===== config.mk =====
export PLATFORM = sky130hd
export DESIGN_NAME = modbus_rtu_register_master_core
export DESIGN_NICKNAME = d
export VERILOG_FILES = /design/src/design/mrm_pkg.sv /design/src/design/modbus_rtu_register_master_core.sv /design/src/design/mrm_front.sv /design/src/design/mrm_back.sv
export SDC_FILE = /design/constraint.sdc
export NUM_CORES = 1
export LEC_CHECK = 0
export ABC_AREA = 0
export ABC_CLOCK_PERIOD_IN_PS = 16830
export BUFFER_PORTS_ARGS = -buffer_cell sky130_fd_sc_hd__buf_2
export CELL_PAD_IN_SITES_DETAIL_PLACEMENT = 0
export CELL_PAD_IN_SITES_GLOBAL_PLACEMENT = 1
export CORE_MARGIN = 3
export CORE_UTILIZATION = 52
export DETAILED_ROUTE_END_ITERATION = 10
export GPL_TIMING_DRIVEN = 0
export PLACE_DENSITY_LB_ADDON = 0.1
export SLEW_MARGIN = 10
export SYNTH_ARGS = -nofsm -noshare
export SYNTH_HDL_FRONTEND = slang
export SYNTH_SLANG_ARGS = --single-unit

===== constraint.sdc =====
create_clock -name clk -period 16.83 [get_ports clk]
set_clock_uncertainty 0.2 [all_clocks]
set_input_delay 2.5245 -clock clk [delete_from_list [all_inputs] [get_ports clk]]
set_output_delay 2.5245 -clock clk [all_outputs]
set_load 0.02 [all_outputs]

===== src/design/mrm_pkg.sv =====
// Shared types, codes and the CRC-16 byte update for the Modbus RTU register master.
package mrm_pkg;

  // Command codes on the input word.
  localparam logic [1:0] CMD_READ  = 2'd0;
  localparam logic [1:0] CMD_WRITE = 2'd1;
  localparam logic [1:0] CMD_RX    = 2'd2;
  localparam logic [1:0] CMD_TICK  = 2'd3;

  // Result kinds.
  localparam logic KIND_TX   = 1'b0;
  localparam logic KIND_DONE = 1'b1;

  // Completion status codes.
  localparam logic [1:0] ST_OK      = 2'd0;
  localparam logic [1:0] ST_HEADER  = 2'd1;
  localparam logic [1:0] ST_CRC     = 2'd2;
  localparam logic [1:0] ST_TIMEOUT = 2'd3;

  // Modbus function codes and frame constants.
  localparam logic [7:0]  FC_READ   = 8'h03;
  localparam logic [7:0]  FC_WRITE  = 8'h06;
  localparam logic [7:0]  READ_CNT  = 8'h01;
  localparam logic [15:0] CRC_INIT  = 16'hFFFF;
  localparam logic [15:0] CRC_POLY  = 16'hA001;

  // Configuration register indexes.
  localparam int CFG_IDX_W = 1;
  localparam logic [CFG_IDX_W-1:0] CFG_DEVICE_ID = 1'd0;
  localparam logic [CFG_IDX_W-1:0] CFG_TIMEOUT   = 1'd1;
  localparam int CFG_DATA_W = 10;
  localparam logic [9:0] TIMEOUT_RESET = 10'd100;
  localparam logic [9:0] TICKS_MAX     = 10'h3FF;

  // Depth of the queue between the front and back parts.
  localparam int Q_DEPTH = 2;

  typedef struct packed {
    logic [1:0]  cmd;
    logic [7:0]  reg_addr;
    logic [15:0] write_value;
    logic [7:0]  rx_byte;
  } in_item_t;

  typedef struct packed {
    logic        kind;
    logic [7:0]  tx_byte;
    logic        last;
    logic [1:0]  status;
    logic [15:0] read_value;
  } out_item_t;

  typedef struct packed {
    logic start;
    logic write;
    logic rx;
    logic tick;
  } item_class_t;

  typedef struct packed {
    item_class_t cls;
    logic [7:0]  reg_addr;
    logic [15:0] write_value;
    logic [7:0]  rx_byte;
  } q_entry_t;

  // One byte of the reflected CRC-16 update, eight shift steps.
  function automatic logic [15:0] crc_feed(input logic [15:0] crc_in, input logic [7:0] b);
    logic [15:0] c;
    c = crc_in ^ {8'h00, b};
    for (int k = 0; k < 8; k++) begin
      if (c[0]) begin
        c = (c >> 1) ^ CRC_POLY;
      end else begin
        c = c >> 1;
      end
    end
    return c;
  endfunction

endpackage


===== src/design/modbus_rtu_register_master_core.sv =====
// A start word passes through the queue into the serializer in the back part, which gives
// one request byte per cycle, eight in all, while no result word is stalled. A start holds
// the back part until its last request byte is loaded; a completion word is registered when
// the final response byte or a timing-out tick is popped. Words are accepted every cycle
// while the queue has room; a stalled result word holds the back part.
// Synchronous reset clears the control state, sets device_id 0, timeout 100.
module modbus_rtu_register_master_core #(
  parameter int QUEUE_DEPTH = mrm_pkg::Q_DEPTH
) (
  input  logic                            clk,
  input  logic                            rst,
  input  logic                            in_valid,
  output logic                            in_ready,
  input  mrm_pkg::in_item_t               in_item,
  output logic                            out_valid,
  input  logic                            out_ready,
  output mrm_pkg::out_item_t              out_item,
  input  logic                            cfg_valid,
  output logic                            cfg_ready,
  input  logic [mrm_pkg::CFG_IDX_W-1:0]   cfg_index,
  input  logic [mrm_pkg::CFG_DATA_W-1:0]  cfg_data
);
  import mrm_pkg::*;

  logic [7:0] device_id;
  logic [9:0] timeout_ticks;
  logic       q_valid;
  logic       q_pop;
  q_entry_t   q_head;

  assign cfg_ready = 1'b1;

  always_ff @(posedge clk) begin
    if (rst) begin
      device_id     <= '0;
      timeout_ticks <= TIMEOUT_RESET;
    end else if (cfg_valid && cfg_ready) begin
      unique case (cfg_index)
        CFG_DEVICE_ID: device_id     <= cfg_data[7:0];
        default:       timeout_ticks <= cfg_data[9:0];
      endcase
    end
  end

  mrm_front #(
    .DEPTH(QUEUE_DEPTH)
  ) u_front (
    .clk      (clk),
    .rst      (rst),
    .in_valid (in_valid),
    .in_ready (in_ready),
    .in_item  (in_item),
    .q_valid  (q_valid),
    .q_pop    (q_pop),
    .q_head   (q_head)
  );

  mrm_back u_back (
    .clk           (clk),
    .rst           (rst),
    .device_id     (device_id),
    .timeout_ticks (timeout_ticks),
    .q_valid       (q_valid),
    .q_pop         (q_pop),
    .q_head        (q_head),
    .out_valid     (out_valid),
    .out_ready     (out_ready),
    .out_item      (out_item)
  );

endmodule


===== src/design/mrm_front.sv =====
// Front part: accepts input words, classifies the command and queues them for the back part.
module mrm_front #(
  parameter int DEPTH = 2
) (
  input  logic              clk,
  input  logic              rst,
  input  logic              in_valid,
  output logic              in_ready,
  input  mrm_pkg::in_item_t in_item,
  output logic              q_valid,
  input  logic              q_pop,
  output mrm_pkg::q_entry_t q_head
);
  import mrm_pkg::*;

  localparam int PTR_W = $clog2(DEPTH);
  localparam int CNT_W = $clog2(DEPTH + 1);

  q_entry_t entries [DEPTH];
  logic [PTR_W-1:0] wr_ptr;
  logic [PTR_W-1:0] rd_ptr;
  logic [CNT_W-1:0] count;
  q_entry_t entry_in;
  logic push;
  logic pop;

  always_comb begin
    entry_in = '0;
    entry_in.cls.start  = (in_item.cmd == CMD_READ) || (in_item.cmd == CMD_WRITE);
    entry_in.cls.write  = (in_item.cmd == CMD_WRITE);
    entry_in.cls.rx     = (in_item.cmd == CMD_RX);
    entry_in.cls.tick   = (in_item.cmd == CMD_TICK);
    entry_in.reg_addr    = in_item.reg_addr;
    entry_in.write_value = in_item.write_value;
    entry_in.rx_byte     = in_item.rx_byte;
  end

  assign in_ready = (count != CNT_W'(DEPTH));
  assign q_valid  = (count != '0);
  assign push     = in_valid && in_ready;
  assign pop      = q_valid && q_pop;
  assign q_head   = entries[rd_ptr];

  always_ff @(posedge clk) begin
    if (push) begin
      entries[wr_ptr] <= entry_in;
    end
  end

  always_ff @(posedge clk) begin
    if (rst) begin
      wr_ptr <= '0;
      rd_ptr <= '0;
      count  <= '0;
    end else begin
      if (push) begin
        wr_ptr <= (wr_ptr == PTR_W'(DEPTH - 1)) ? '0 : wr_ptr + PTR_W'(1);
      end
      if (pop) begin
        rd_ptr <= (rd_ptr == PTR_W'(DEPTH - 1)) ? '0 : rd_ptr + PTR_W'(1);
      end
      case ({push, pop})
        2'b10:   count <= count + CNT_W'(1);
        2'b01:   count <= count - CNT_W'(1);
        default: count <= count;
      endcase
    end
  end

endmodule


===== src/design/mrm_back.sv =====
// Back part: transaction state, request serializer, response checker and output register.
module mrm_back (
  input  logic               clk,
  input  logic               rst,
  input  logic [7:0]         device_id,
  input  logic [9:0]         timeout_ticks,
  input  logic               q_valid,
  output logic               q_pop,
  input  mrm_pkg::q_entry_t  q_head,
  output logic               out_valid,
  input  logic               out_ready,
  output mrm_pkg::out_item_t out_item
);
  import mrm_pkg::*;

  localparam logic [1:0] PH_IDLE  = 2'd0;
  localparam logic [1:0] PH_READ  = 2'd1;
  localparam logic [1:0] PH_WRITE = 2'd2;

  logic [1:0]  phase;
  logic [3:0]  rx_count;
  logic [15:0] running_crc;
  logic [7:0]  crc_low;
  logic        header_ok;
  logic [15:0] data_word;
  logic [9:0]  elapsed;

  logic        sending;
  logic [2:0]  tx_idx;
  logic [15:0] tx_crc;
  logic        tx_write;
  logic [7:0]  tx_reg;
  logic [15:0] tx_val;
  logic [7:0]  tx_byte;

  logic        out_free;
  logic        out_load;
  logic [9:0]  elapsed_next;
  logic        header_ok_next;
  logic        is_read;
  logic [3:0]  crc_lo_idx;
  logic [3:0]  final_idx;
  logic [7:0]  b;

  assign out_free = !out_valid || out_ready;
  assign q_pop    = q_valid && !sending && out_free;
  assign b        = q_head.rx_byte;
  assign is_read  = (phase == PH_READ);

  always_comb begin
    unique case (tx_idx)
      3'd0:    tx_byte = device_id;
      3'd1:    tx_byte = tx_write ? FC_WRITE : FC_READ;
      3'd2:    tx_byte = 8'h00;
      3'd3:    tx_byte = tx_reg;
      3'd4:    tx_byte = tx_write ? tx_val[15:8] : 8'h00;
      3'd5:    tx_byte = tx_write ? tx_val[7:0] : READ_CNT;
      3'd6:    tx_byte = tx_crc[7:0];
      default: tx_byte = tx_crc[15:8];
    endcase
  end

  always_comb begin
    elapsed_next = (elapsed != TICKS_MAX) ? elapsed + 10'd1 : elapsed;
    crc_lo_idx   = is_read ? 4'd5 : 4'd6;
    final_idx    = is_read ? 4'd6 : 4'd7;
    header_ok_next = header_ok;
    if (rx_count == 4'd0 && b != device_id) begin
      header_ok_next = 1'b0;
    end
    if (rx_count == 4'd1 && is_read && b != FC_READ) begin
      header_ok_next = 1'b0;
    end
    // A new result word is loaded by a request byte, a timeout or a final response byte.
    out_load = 1'b0;
    if (sending && out_free) begin
      out_load = 1'b1;
    end else if (q_pop && !q_head.cls.start && phase != PH_IDLE) begin
      if (q_head.cls.tick) begin
        out_load = (elapsed_next >= timeout_ticks);
      end else begin
        out_load = (rx_count == final_idx);
      end
    end
  end

  always_ff @(posedge clk) begin
    if (rst) begin
      phase       <= PH_IDLE;
      sending     <= 1'b0;
      out_valid   <= 1'b0;
      rx_count    <= '0;
      running_crc <= CRC_INIT;
      crc_low     <= '0;
      header_ok   <= 1'b1;
      data_word   <= '0;
      elapsed     <= '0;
    end else begin
      if (out_valid && out_ready && !out_load) begin
        out_valid <= 1'b0;
      end
      if (sending && out_free) begin
        // Request bytes go out one per cycle while the output is free, the CRC running alongside.
        out_valid           <= 1'b1;
        out_item.kind       <= KIND_TX;
        out_item.tx_byte    <= tx_byte;
        out_item.last       <= (tx_idx == 3'd7);
        out_item.status     <= ST_OK;
        out_item.read_value <= '0;
        if (tx_idx < 3'd6) begin
          tx_crc <= crc_feed(tx_crc, tx_byte);
        end
        tx_idx <= tx_idx + 3'd1;
        if (tx_idx == 3'd7) begin
          sending <= 1'b0;
        end
      end else if (q_pop) begin
        if (q_head.cls.start) begin
          if (phase == PH_IDLE) begin
            tx_write    <= q_head.cls.write;
            tx_reg      <= q_head.reg_addr;
            tx_val      <= q_head.write_value;
            tx_idx      <= '0;
            tx_crc      <= CRC_INIT;
            sending     <= 1'b1;
            rx_count    <= '0;
            running_crc <= CRC_INIT;
            crc_low     <= '0;
            header_ok   <= 1'b1;
            data_word   <= '0;
            elapsed     <= '0;
            phase       <= q_head.cls.write ? PH_WRITE : PH_READ;
          end
        end else if (q_head.cls.tick) begin
          if (phase != PH_IDLE) begin
            elapsed <= elapsed_next;
            if (elapsed_next >= timeout_ticks) begin
              out_valid           <= 1'b1;
              out_item.kind       <= KIND_DONE;
              out_item.tx_byte    <= '0;
              out_item.last       <= 1'b1;
              out_item.status     <= ST_TIMEOUT;
              out_item.read_value <= '0;
              phase               <= PH_IDLE;
            end
          end
        end else if (phase != PH_IDLE) begin
          header_ok <= header_ok_next;
          if (is_read && rx_count == 4'd3) begin
            data_word <= {b, 8'h00};
          end
          if (is_read && rx_count == 4'd4) begin
            data_word <= {data_word[15:8], b};
          end
          if (rx_count < crc_lo_idx) begin
            running_crc <= crc_feed(running_crc, b);
          end else if (rx_count == crc_lo_idx) begin
            crc_low <= b;
          end
          rx_count <= rx_count + 4'd1;
          if (rx_count == final_idx) begin
            out_valid        <= 1'b1;
            out_item.kind    <= KIND_DONE;
            out_item.tx_byte <= '0;
            out_item.last    <= 1'b1;
            out_item.read_value <= '0;
            if (!header_ok_next) begin
              out_item.status <= ST_HEADER;
            end else if ({b, crc_low} != running_crc) begin
              out_item.status <= ST_CRC;
            end else begin
              out_item.status <= ST_OK;
              if (is_read) begin
                out_item.read_value <= data_word;
              end
            end
            phase <= PH_IDLE;
          end
        end
      end
    end
  end

endmodule


Word level (Yosys, flattened, before mapping)
Memories as Yosys holds them, arrays and structs flattened. A register that Yosys moved wholly into a read port is not among the register bits.
Index checks and enable logic that the tools add are counted.
W data, S select, Z words.
{ "word_totals": {"regBits": 153, "latchBits": 0, "ram_bits": 72, "rom_bits": 0, "output_inout_bits": 31, "wordCells": 318, "n_memories": 1} }
{ "mem_list": {"columns": ["name", "depth", "width", "read_ports", "rd_clocked_by_memory_dff", "write_ports", "line_no", "rtl"], "rows": [
  ["u_front.entries", 2, 36, 1, 1, 1, "mrm_front.sv:19", "q_entry_t entries [DEPTH];"]
]} }
{ "classes": {"addsub": 7, "n_mul": 0, "div_mod_pow": 0, "n_lt_le_gt_ge": 3, "eq_ne": 32, "shift": 0, "n_mux": 176, "bitwise": 21, "reduce_logical": 53} }
{ "op_table": {"columns": ["cell", "n"], "rows": [
  ["$mux W16", 104],
  ["$mux W28", 7],
  ["$mux W8", 8],
  ["$pmux W8 S7", 1],
  ["$mux W10", 5],
  ["$not A2 Y3", 16],
  ["$xor A16 B8 Y16", 2],
  ["$mux W1", 29],
  ["$mux W27", 1],
  ["$reduce_and A6 Y1", 4],
  ["$reduce_bool A2 Y1", 12],
  ["$mux W2", 11],
  ["$reduce_and A5 Y1", 4],
  ["$mux W4", 4],
  ["$ne A16 B16 Y1", 1],
  ["$mux W3", 5],
  ["$logic_and A1 B1 Y1", 14],
  ["$reduce_and A7 Y1", 2],
  ["$eq A3 B3 Y1 const B", 4],
  ["$add A10 B1 Y10 const B", 1],
  ["$ge A10 B10 Y1", 1],
  ["$ne A10 B10 Y1 const B", 1],
  ["$ne A2 B2 Y1 const B", 5],
  ["$reduce_bool A3 Y1", 3],
  ["28 further kinds", 47]
]} }

Logic depth before layout (Yosys ltp)
{ "depth": {"ltp_word": 70, "mapped_depth": 15, "mapped_depth_nobuf": 14} }

Hierarchy
From an unflattened synthesis, not the netlist that was laid out.
{ "hier_totals": {"hier_cells": 877, "area_unflattened_um2": 10415.0} }
{ "modules_own_cells": {"columns": ["mod", "n_inst", "cells_each", "area_per_inst_um2", "seq_area_each_um2"], "rows": [
  ["mrm_back", 1, 662, 6801.5, 3343.2],
  ["mrm_front", 1, 140, 2830.2, 2262.2],
  ["modbus_rtu_register_master_core", 1, 75, 783.3, 360.3]
]} }

Worst setup path before layout
No wires, ideal clock.
{ "synth_path": {"path_type": "input to register", "startpoint": "in out_ready", "endpoint": "reg, netlist name u_back.out_item[0]", "arrival_time_ns": 5.191, "path_slack_ns": 10.981, "cell_stages": 4, "path_buffers": 0, "path_cell_list": "nor2b_1 nor2_1 o21ai_0 o32ai_1"} }
{ "synth_via": {"elab_chain_len": 4} }
{ "synth_rtl": {"columns": ["element", "line_no", "rtl"], "rows": [
  ["start: declaration", "modbus_rtu_register_master_core.sv:16", "input logic out_ready,"],
  ["$logic_or A1 B1 Y1 *", "mrm_back.sv:45", "assign out_free = !out_valid || out_ready;"],
  ["$logic_and A1 B1 Y1 (on tied branches)", "mrm_back.sv:102, mrm_back.sv:46", null],
  ["$ne A3 B1 Y1 (no line) (tied with other cells)", null, null],
  ["$reduce_and A6 Y1 (no line) *", null, null]
]} }
Every way passes the cells marked *; elsewhere a longest branch is shown, timed or not.
A chain may end at the register's enable or synchronous reset.

Worst setup path in the final report
{ "layout_path": {"startpoint": "in out_ready", "endpoint": "reg u_back.elapsed[6]"} }
{ "layout_via": {"elab_chain_len": 4} }
{ "layout_rtl": {"columns": ["element", "line_no", "rtl"], "rows": [
  ["$logic_or A1 B1 Y1 *", "mrm_back.sv:45", null],
  ["$logic_and A1 B1 Y1", "mrm_back.sv:102", "if (sending && out_free) begin"],
  ["$not A1 Y1 (no line)", null, null],
  ["$reduce_and A5 Y1 (no line) *", null, null],
  ["end signal: assignment", "mrm_back.sv:136", "elapsed <= elapsed_next;"],
  ["end: declaration", "mrm_back.sv:26", "logic [9:0] elapsed;"]
]} }
Marked as above.

==> impl_metrics.tcl <==
set metrics [dict create \
    ys_warn_count 0 \
    io_buffers 79 \
    place_congestion 0.8593 \
    antenna_left 0 \
    area_growth_pct 15.72 \
    finalSetupViolCount 0 \
    worstSetupEndpointType "flip-flop" \
    critPathKind "in -> reg" \
    finalCriticalPeriod_ns 5.027 \
    drc 0 \
    die_w_um 146.1 \
    grt_pass1_vias 6724 \
    grt_max_degree 26 \
    wire_per_inst_um 17.98 \
    grt.overflow.total 0 \
    min_path_cells 2 \
    place_area_um2 11020 \
    ys_types 71 \
    synth_seq_cells 224 \
    slew_headroom_pct 19.69 \
    pin_count 81 \
    viasPerCell 5.529 \
    layout-drive-gt1-share_pct 18.76 \
    arrival_ns 5.27 \
    fillers 1601 \
    fin_nets 1071 \
    antenna_found_initial 0 \
    p_per_area_nw_per_um2 159.1 \
    cts_tree "done" \
    synth.largest_area_cell "edfxtp_1" \
    numCtsBuffers 25 \
    n_antenna_cell 0 \
    async_flop_share_pct 0 \
    place_hpwl_um 16190 \
    ys.flop_type "edfxtp_1" \
    top_regs "u_front.entries x70, u_back.out_item x28" \
    worstSkewPairLatency_ns 0.53 \
    required_ns 17.07 \
    p_leak_nw 4.193 \
    fmaxAchievable_mhz 198.9 \
    start_util_pct 53.65 \
    worstRegToRegCells 15 \
    clockBufferDepth 3 \
    stdcell_area_um2 11810 \
    setup_tns_ns 0 \
    vias 7038 \
    vdd_drop_max_mv 0.1158 \
    synth_area_leaders "edfxtp_1, dfxtp_1, xnor2_1, nor2_1, ha_1" \
    drt_wl_total_um 22890 \
    fin_util_pct 62.09 \
    netlist_area_um2 10200 \
    fp.dieH_um 146.1 \
    grt.total_usage_pct 21.34 \
    worst-path-max-fanout 10 \
    core_area_um2 19020 \
    hold_buffers 0 \
    cts_setup_buffers 0 \
    cts.sinks 224 \
    yosysSeqAreaShare_pct 57.88 \
    clock-root-buffer "clkbuf_16" \
    hold_viol_final 0 \
    startpoint_type "input pin" \
    largest_reg_flops 70 \
    drtPass1Iterations 5 \
    synth_fp_nets 962 \
    synth_edf_count 142 \
    dieArea_um2 21340 \
    largest-register "u_front.entries" \
    tightest_slew_ns 1.205 \
    cts.repair.resized 0 \
    rsz0062_at_grt "false" \
    syn_area_per_cell_um2 11.50 \
    post-route-period-util_pct 29.87 \
    p_total_mw 1.879 \
    drv_slew 0 \
    hp-class "reg -> reg" \
    drtIter0Drc 449 \
    synthCells 887 \
    htreeDepth 1 \
    drv_cap 0 \
    grt_pass1_wl_um 36760 \
    netlist.area_leader.share_pct 41.79 \
    outcome "complete, no violations" \
    row_count 50 \
    cts.clk_slew.worst_paths_ns 0.06 \
]
[metal layers]
metal	part of all wire, %	vias to the layer above	GRT usage [%]	wire [um]
met5	0	-	0	0
met4	1.7	0	4.468	397
met3	4.8	31	3.011	1104
met2	43	193	31.66	9889
met1	50	3374	33.69	11500
li1	-	3440	-	-
[Yosys cell counts (all sizes together) (3+ instances only)]
cell type,n
a22oi,18
xnor2,60
o21ai,25
a22o,5
or3,12
a31oi,10
a222oi,4
mux2i,20
and3,5
buf,18
nor4,14
ha,25
o211ai,4
nand2b,8
a211oi,11
o32ai,3
edfxtp,142
a21oi,46
nand4,9
nor3,20
o22ai,6
a21o,8
and2,6
nand2,75
xor2,12
dfxtp,82
inv,40
nand3,27
clkbuf,21
nor2,93
mux2,27
nor2b,6
[final timing paths]
kind                                     from                                 to  slack [ns]
max                                 out_ready     u_back.elapsed[6]$_SDFFE_PP0P_       11.80
min          u_back.data_word[8]$_SDFFE_PP0P_   u_back.data_word[8]$_SDFFE_PP0P_        0.26
max reg2reg    u_back.elapsed[0]$_SDFFE_PP0P_  u_back.out_item[11]$_SDFFCE_PP0P_       12.29
min reg2reg  u_back.data_word[8]$_SDFFE_PP0P_   u_back.data_word[8]$_SDFFE_PP0P_        0.26
[cell usage in the layout (no fill, tap or decap), types with 13 or more instances in the layout]
cell,Yosys,routed
edfxtp_1,142,142
nor2_1,92,91
buf_2,9,88
dfxtp_1,82,82
nand2_1,74,74
xnor2_1,55,55
a21oi_1,42,42
inv_1,38,38
mux2_2,27,27
nand3_1,27,27
clkbuf_1,21,26
ha_1,25,25
clkbuf_16,0,25
o21ai_0,23,23
nor3_1,20,20
a22oi_1,17,17
nor4_1,13,13
[cells by family (layout without fill, tap and decap cells)]
family,count (synthesis),after routing,synth area share (%)
simple gates,283,283,12.94
flops,224,224,57.88
compound gates,154,154,10.40
buf+inv,80,206,3.311
xor+xnor,73,73,6.965
mux,47,47,5.408
fa+ha+maj,25,25,3.066
other cells,1,1,0.03675
[where the power goes]
part           internal, mW  switching, mW
combinational         0.254          0.380
clock                 0.309          0.215
sequential            0.683         0.0386
[through the flow]
step | hold slack, ns | std cells | setup slack [ns]
final | 0.2557 | 1273 | 11.80
after global routing | 0.2749 | 1273 | 11.52
after CTS | 0.2581 | 1273 | 11.79
after detailed placement | 0.2487 | 1229 | 11.26
after global placement | 0.2440 | 1226 | 9.299
after floorplan | 0.2319 | 887 | 10.98
[area by class of cell]
type | count | area [um^2] | area share (%)
flip-flops and latches | 224 | 5906 | 50.02
multi-input cells | 583 | 3988 | 33.77
clock buffers | 31 | 658.1 | 5.574
repair buffers | 82 | 465.4 | 3.942
well taps | 260 | 325.3 | 2.755
plain buffers | 39 | 183.9 | 1.558
inverters | 41 | 153.9 | 1.303
clock inverters | 13 | 127.6 | 1.081
[worst max-delay path, cell delays in order]
cell	delay, ns
buf_2	0.09
nor2b_1	0.12
nor2_1	0.16
o21ai_0	0.35
inv_2	0.29
nand2_1	0.14
clkbuf_1	0.27
nor3_1	0.95
a21oi_1	0.17
nor3_1	0.19
Power figures use the tool's default switching activity.
